**config.mk**
```make
export PLATFORM = sky130hd
export DESIGN_NAME = sorted_list_insert_remove
export DESIGN_NICKNAME = d
export VERILOG_FILES = /design/src/hdl/slri_pkg.sv /design/src/hdl/slri_cell.sv /design/src/hdl/sorted_list_insert_remove.sv
export SDC_FILE = /design/constraint.sdc
export NUM_CORES = 2
export LEC_CHECK = 0
export ABC_AREA = 1
export BUFFER_PORTS_ARGS = -buffer_cell sky130_fd_sc_hd__buf_4
export CORE_AREA = 2 2 253 380
export DETAILED_ROUTE_END_ITERATION = 10
export DIE_AREA = 0 0 255 382
export GPL_TIMING_DRIVEN = 0
export PLACE_DENSITY = 0.64
export RECOVER_POWER = 25
export SYNTH_ARGS = -nofsm -noshare
export SYNTH_HDL_FRONTEND = slang
export SYNTH_SLANG_ARGS = --single-unit
```
**constraint.sdc**
```tcl
create_clock -name i_clk -period 12.28 [get_ports i_clk]
set_input_delay 1.842 -clock i_clk [delete_from_list [all_inputs] [get_ports i_clk]]
set_output_delay 1.842 -clock i_clk [all_outputs]
set_load 0.05 [all_outputs]
```
**src/hdl/slri_pkg.sv**
```systemverilog
// ----------------------------------------------------------------------------
// slri_pkg
// shared types, codes and sizes for the sorted list insert/remove block
// ----------------------------------------------------------------------------
package slri_pkg;

    localparam int DATA_W       = 32;
    localparam int STATUS_W     = 2;
    localparam int COUNT_W      = 5;
    localparam int CAPACITY_DEF = 16;

    // command codes
    typedef enum logic [0:0] {
        CMD_INSERT = 1'b0,
        CMD_REMOVE = 1'b1
    } t_cmd;

    // status codes
    typedef enum logic [STATUS_W-1:0] {
        ST_DONE = 2'd0,
        ST_FULL = 2'd1,
        ST_MISS = 2'd2
    } t_status;

    // control broadcast from the top level to every cell
    typedef struct packed {
        logic                     do_insert;
        logic                     do_remove;
        logic signed [DATA_W-1:0] item;
    } t_slri_bcast;

endpackage

```
**src/hdl/slri_cell.sv**
```systemverilog
// ----------------------------------------------------------------------------
// slri_cell
// one list entry: compares against the broadcast word, shifts with neighbors
// ----------------------------------------------------------------------------
module slri_cell
    import slri_pkg::*;
(
    input  logic                     i_clk,
    input  t_slri_bcast              i_bcast,
    input  logic                     i_occupied,
    input  logic                     i_left_cond,
    input  logic signed [DATA_W-1:0] i_left_data,
    input  logic signed [DATA_W-1:0] i_right_data,
    output logic                     o_cond,
    output logic                     o_hit,
    output logic signed [DATA_W-1:0] o_data,
    output logic signed [DATA_W-1:0] o_next
);

    logic signed [DATA_W-1:0] r_data;
    logic signed [DATA_W-1:0] n_data;
    logic                     ge;
    logic                     eq;

    assign ge     = (r_data >= i_bcast.item);
    assign eq     = (r_data == i_bcast.item);
    // this entry and all to its right are at or past the insert point
    assign o_cond = !i_occupied || ge;
    // first entry at or past the insert point, holding an equal value
    assign o_hit  = o_cond && !i_left_cond && i_occupied && eq;
    assign o_data = r_data;
    assign o_next = n_data;

    always_comb begin
        n_data = r_data;
        if (i_bcast.do_insert) begin
            if (i_left_cond) begin
                n_data = i_left_data;
            end else if (o_cond) begin
                n_data = i_bcast.item;
            end
        end else if (i_bcast.do_remove) begin
            if (o_cond) begin
                n_data = i_right_data;
            end
        end
    end

    always_ff @(posedge i_clk) begin
        r_data <= n_data;
    end

endmodule

```
**src/hdl/sorted_list_insert_remove.sv**
```systemverilog
// ----------------------------------------------------------------------------
// sorted_list_insert_remove
// bounded sorted list of signed words built as a row of shifting cells
// ----------------------------------------------------------------------------
// The block takes one command word per clock while o_stall is low and returns
// one result word per command, registered in the cycle after acceptance.
// Every cell of the row compares its entry with the broadcast item in the same
// cycle and takes its left or right neighbor's entry, so an insert or a remove
// shifts the row at once whatever the list fill; that row of compares and the found
// reduction across it set the cycle. There is a single result register:
// while its word waits to be taken the command side stalls, and a new command
// enters in the same cycle that the waiting result is taken. Inserts
// place the item in front of the first entry greater than or equal to it and
// are refused with the full status when CAPACITY entries are stored. Removes
// delete one equal entry or report a miss. Each result carries the status,
// the count after the step (low 5 bits) and the smallest stored item, 0 when
// the list is empty. Entries at or beyond the count are don't-care storage.
// ----------------------------------------------------------------------------
module sorted_list_insert_remove
    import slri_pkg::*;
#(
    parameter int CAPACITY = CAPACITY_DEF
) (
    input  logic                     i_clk,
    input  logic                     i_rst_n,
    // command side
    input  logic                     i_valid,
    output logic                     o_stall,
    input  logic [0:0]               i_cmd,
    input  logic signed [DATA_W-1:0] i_item,
    // result side
    output logic                     o_valid,
    input  logic                     i_stall,
    output logic [STATUS_W-1:0]      o_status,
    output logic [COUNT_W-1:0]       o_count,
    output logic signed [DATA_W-1:0] o_head_item
);

    localparam int CNT_W = $clog2(CAPACITY + 1);

    // list fill
    logic [CNT_W-1:0]          r_count;
    logic [CNT_W-1:0]          n_count;

    // result register
    logic                      r_valid;
    logic [STATUS_W-1:0]       r_status;
    logic [CNT_W-1:0]          r_res_count;
    logic signed [DATA_W-1:0]  r_head;

    logic                      accept;
    logic                      full;
    logic                      found;
    t_status                   status;
    t_slri_bcast               bcast;

    // per-cell wires of the row
    logic [CAPACITY-1:0]       cond;
    logic [CAPACITY-1:0]       hit;
    logic signed [DATA_W-1:0]  data [CAPACITY];
    logic signed [DATA_W-1:0]  next [CAPACITY];

    // count field carries the low bits of the fill, zero-extended if narrower
    logic [CNT_W+COUNT_W-1:0]  count_ext;

    // hold off new commands only while an untaken result sits in the register
    assign o_stall = r_valid && i_stall;
    assign accept  = i_valid && !o_stall;

    assign full  = (r_count == CNT_W'(CAPACITY));
    // a remove matches if the first entry at or past the item equals it
    assign found = |hit;

    always_comb begin
        bcast.item      = i_item;
        bcast.do_insert = accept && (i_cmd == CMD_INSERT) && !full;
        bcast.do_remove = accept && (i_cmd == CMD_REMOVE) && found;
    end

    // cell row: each cell sees its neighbors' entries and the left cell's
    // insert-point flag; the ends are tied off
    for (genvar g = 0; g < CAPACITY; g++) begin : g_cell
        logic                     left_cond;
        logic signed [DATA_W-1:0] left_data;
        logic signed [DATA_W-1:0] right_data;
        logic                     occupied;

        if (g == 0) begin : g_first
            assign left_cond = 1'b0;
            assign left_data = '0;
        end else begin : g_mid
            assign left_cond = cond[g-1];
            assign left_data = data[g-1];
        end

        if (g == CAPACITY - 1) begin : g_last
            assign right_data = '0;
        end else begin : g_inner
            assign right_data = data[g+1];
        end

        assign occupied = (CNT_W'(g) < r_count);

        slri_cell u_cell (
            .i_clk        (i_clk),
            .i_bcast      (bcast),
            .i_occupied   (occupied),
            .i_left_cond  (left_cond),
            .i_left_data  (left_data),
            .i_right_data (right_data),
            .o_cond       (cond[g]),
            .o_hit        (hit[g]),
            .o_data       (data[g]),
            .o_next       (next[g])
        );
    end

    // status and next fill
    always_comb begin
        n_count = r_count;
        status  = ST_DONE;
        case (i_cmd)
            CMD_INSERT: begin
                if (full) begin
                    status = ST_FULL;
                end else begin
                    n_count = r_count + CNT_W'(1);
                end
            end
            CMD_REMOVE: begin
                if (!found) begin
                    status = ST_MISS;
                end else begin
                    n_count = r_count - CNT_W'(1);
                end
            end
            default: begin
                status = ST_DONE;
            end
        endcase
    end

    // fill counter and result valid
    always_ff @(posedge i_clk) begin
        if (!i_rst_n) begin
            r_count <= '0;
            r_valid <= 1'b0;
        end else begin
            if (accept) begin
                r_count <= n_count;
                r_valid <= 1'b1;
            end else if (!i_stall) begin
                r_valid <= 1'b0;
            end
        end
    end

    // result payload, head taken from the first cell's next entry
    always_ff @(posedge i_clk) begin
        if (accept) begin
            r_status    <= status;
            r_res_count <= n_count;
            r_head      <= (n_count != '0) ? next[0] : '0;
        end
    end

    assign count_ext   = {{COUNT_W{1'b0}}, r_res_count};
    assign o_valid     = r_valid;
    assign o_status    = r_status;
    assign o_count     = count_ext[COUNT_W-1:0];
    assign o_head_item = r_head;

endmodule
```
==> results.md <==
* Post-CTS Setup Bufs at 0
* Synthesized net count at 5698
* Failing checks: max-capacitance violations, max-slew violations
* Final period demand of the worst path at 7164 ps
* Final setup viols at 0
* Register area share after synthesis at 39.68%
* Total negative setup slack at 0 ps
* CTS Root Cell: clkbuf_16
* Power Dens Cells at 147.5 nW/um^2
* Post-layout util at 48.40%
* Filler instances at 9386
* GRT Resource Usage Total at 29.43%
* Count of flip-flops with a built-in enable after synthesis at 519
* Port bufs at 76
* CP Data Arrival Time at 7650 ps
* Top cells by area, synth: edfxtp_1 38%, ha_1 16%, o21ai_0 12%
* Maxcap violations at 4
* Worst skew pair latency at 670 ps
* I/O pins at 78
* Slew Limit Fails at 56
* Post-Syn Area at 41190 um^2
* CP max stage cell: nor2_1
* Least-Margin Pin Slew at 1904 ps
* Reg clk slew, reported paths at 60 ps
* DP HPWL at 121.7 mm
* Routed Antenna Nets at 0
* Min-delay src: o_valid
* CTS HTree Levels at 2
* Peak fanout along the critical path at 13
* Max incr delay on CP at 1400 ps
* Placer Congestion at 0.9927
* Max VDD drop at 0.1069 mV
* Most frequent cells in the layout: 996 x o21ai_0, 885 x nand2_1, 699 x a21oi_1, 687 x inv_1, 519 x edfxtp_1
* Largest area contributor in the netlist: edfxtp_1
* Final worst-path cycle share at 58.34%
* First-pass GRT wire length at 213.0 mm
* Starting Density at 43.77%
* Vias at 37051
* CTS Buf Count at 58
* Die Y at 382 um
* Total Die Area at 97410 um^2
* Area grow syn2layout at 10.59%
* Share of the synthesized area in the top cell type at 37.84%
* Syn_area_per_cell at 8.004 um^2
* Min-Delay Path Class: flip-flop to flip-flop
* Ys async rst share at 0%
* Initial antenna violation count at 5
* CTS resizes at 0
* Rel. slew slack at -27.40%
* Residual DRC count at 0
* Mapped Cells at 5146
* Crit start category: primary input
* Vias in the first global route at 37373
* P_leak at 20.06 nW
* Status: finished with violations
* Clock Sinks at 557
* Synth cell types at 49
* Critical Path Start: i_stall
* Register-to-Register Setup Slack at 6090 ps
* Power, Total at 6.718 mW
* Worst-case clock buffer depth at 3
* RSZ-0062 raised after global routing: false
* Initial DRC count at 2523
* Worst r2r path cells at 10
* Leading cell type in the layout, fill and taps excluded: o21ai_0
* Overflow after GRT at 0
* Final #Nets at 5850
* F_max at 139.6 MHz
* RR Endpoint: g_cell[15].u_cell.o_data[7]
* Die Wd at 255 um
* CP Capture Type: flip-flop
* Post-Route WL at 145.1 mm
* DR vias/cell at 5.607
* Setup crit end: g_cell[15].u_cell.o_data[7]
* Core Area at 94100 um^2
* Pin count of the biggest net entering global routing at 31
* CP most frequent cell: clkbuf_1
* TritonRoute pass-1 iters at 5
* Wirelength per Cell at 21.95 um
* Final Hold Vio Count at 0
* WP data required at 12760 ps
* Critical-path cell list: clkbuf_4, nand2_1, inv_1, nor2_1, nand2_1, inv_1, clkbuf_1, clkbuf_1, clkbuf_1, o21ai_0, a21oi_1
* CTS Hold Bufs at 0
* CTS tree: done
* Critical path class: primary input to flip-flop
* FF+latch count, synth at 557
* Crit Reg-Reg Startpoint: o_valid
* Share of cells above drive strength 1 at 3.873%
* Top_reg_cell synth: edfxtp_1
* # rows at 138
* Synth Warn # at 0
* Clock Skew at 22.37 ps
==> cell type report <==
type,count,area (um^2),share of cell area (%)
inverters,697,2619,5.749
clock buffers,77,1554,3.412
plain buffers,270,1087,2.387
well taps,1260,1577,3.461
clock inverters,30,359.1,0.7884
diodes,3,7.507,0.01648
multi-input cells,3622,21290,46.74
repair buffers,92,713.2,1.566
flip-flops and latches,557,16350,35.89
==> worst min path at each step <==
stage	endpoint	slack (ps)	cells past startpoint
floorplan	g_cell[14].u_cell.o_data[25]	520	2
global placement	o_valid	470	2
detailed placement	o_valid	500	2
CTS	o_valid	510	2
global route	o_valid	520	2
finish	o_valid	500	2
==> kinds of logic after synthesis <==
logic type | Yosys count | share of synthesized area (%)
buffers and inverters | 967 | 9.004
AO/OA/AOI/OAI | 1802 | 22.37
flip-flops | 557 | 39.68
AND/OR/NAND/NOR | 1302 | 13.24
XOR/XNOR | 3 | 0.06380
adder cells (fa/ha/maj) | 515 | 15.64
==> per-stage QoR <==
| step | hold WS, ps | setup WS [ps] | instances | instance area, um^2 |
|---|---|---|---|---|
| 2_1_floorplan | 524.5 | 5016 | 5146 | 41190 |
| 3_3_place_gp | 470.8 | 755.9 | 6482 | 43340 |
| 3_5_place_dp | 500.0 | 4981 | 6498 | 43860 |
| 4_1_cts | 508.9 | 5654 | 6605 | 45770 |
| 5_1_grt | 523.9 | 5136 | 6607 | 45550 |
| 6_report | 502.3 | 5116 | 6608 | 45550 |
==> flip-flops by register name (all words and copies together) (netlist names) <==
signal                cells
o_status                  2
g_cell.u_cell.o_data    512
r_count                   5
o_count                   5
o_head_item              32
o_valid                   1
==> synth_stat cells (all sizes together), types with 2 or more instances <==
| cell | number |
|---|---|
| o21bai | 6 |
| nor3 | 22 |
| nand3 | 66 |
| ha | 515 |
| buf | 36 |
| and3 | 6 |
| nor3b | 3 |
| clkinv | 3 |
| nand3b | 5 |
| nand2 | 891 |
| nor4 | 8 |
| a21o | 13 |
| o22ai | 43 |
| o21ai | 1002 |
| a211oi | 3 |
| o21a | 28 |
| a31oi | 3 |
| dfxtp | 38 |
| nor2 | 240 |
| edfxtp | 519 |
| clkbuf | 234 |
| a21oi | 701 |
| inv | 694 |
| nand4 | 59 |
| xnor2 | 2 |
| o211ai | 2 |
==> where the power goes <==
group | internal [mW] | switching [mW] | total, mW
Sequential | 2.46 | 0.161 | 2.62
Clock | 1.05 | 0.829 | 1.88
Combinational | 0.636 | 1.58 | 2.22
==> critical path: cells and delay by family <==
kind / cells / cell delay, ps
buffers and inverters: 6 / 2680
AND/OR/NAND/NOR: 3 / 2150
AO/OA/AOI/OAI: 2 / 940
==> per-layer routing <==
| layer | share of wire, % | wire length (um) | up-vias | GRT usage [%] |
|---|---|---|---|---|
| met1 | 33 | 47820 | 17196 | 27.91 |
| met2 | 51 | 73650 | 1245 | 53.56 |
| met5 | 0 | 0 | - | 0 |
| li1 | - | - | 18117 | - |
| met4 | 11 | 16090 | 0 | 27.66 |
| met3 | 5.2 | 7497 | 493 | 4.216 |
No activity file was read; power rests on OpenSTA's default activity.
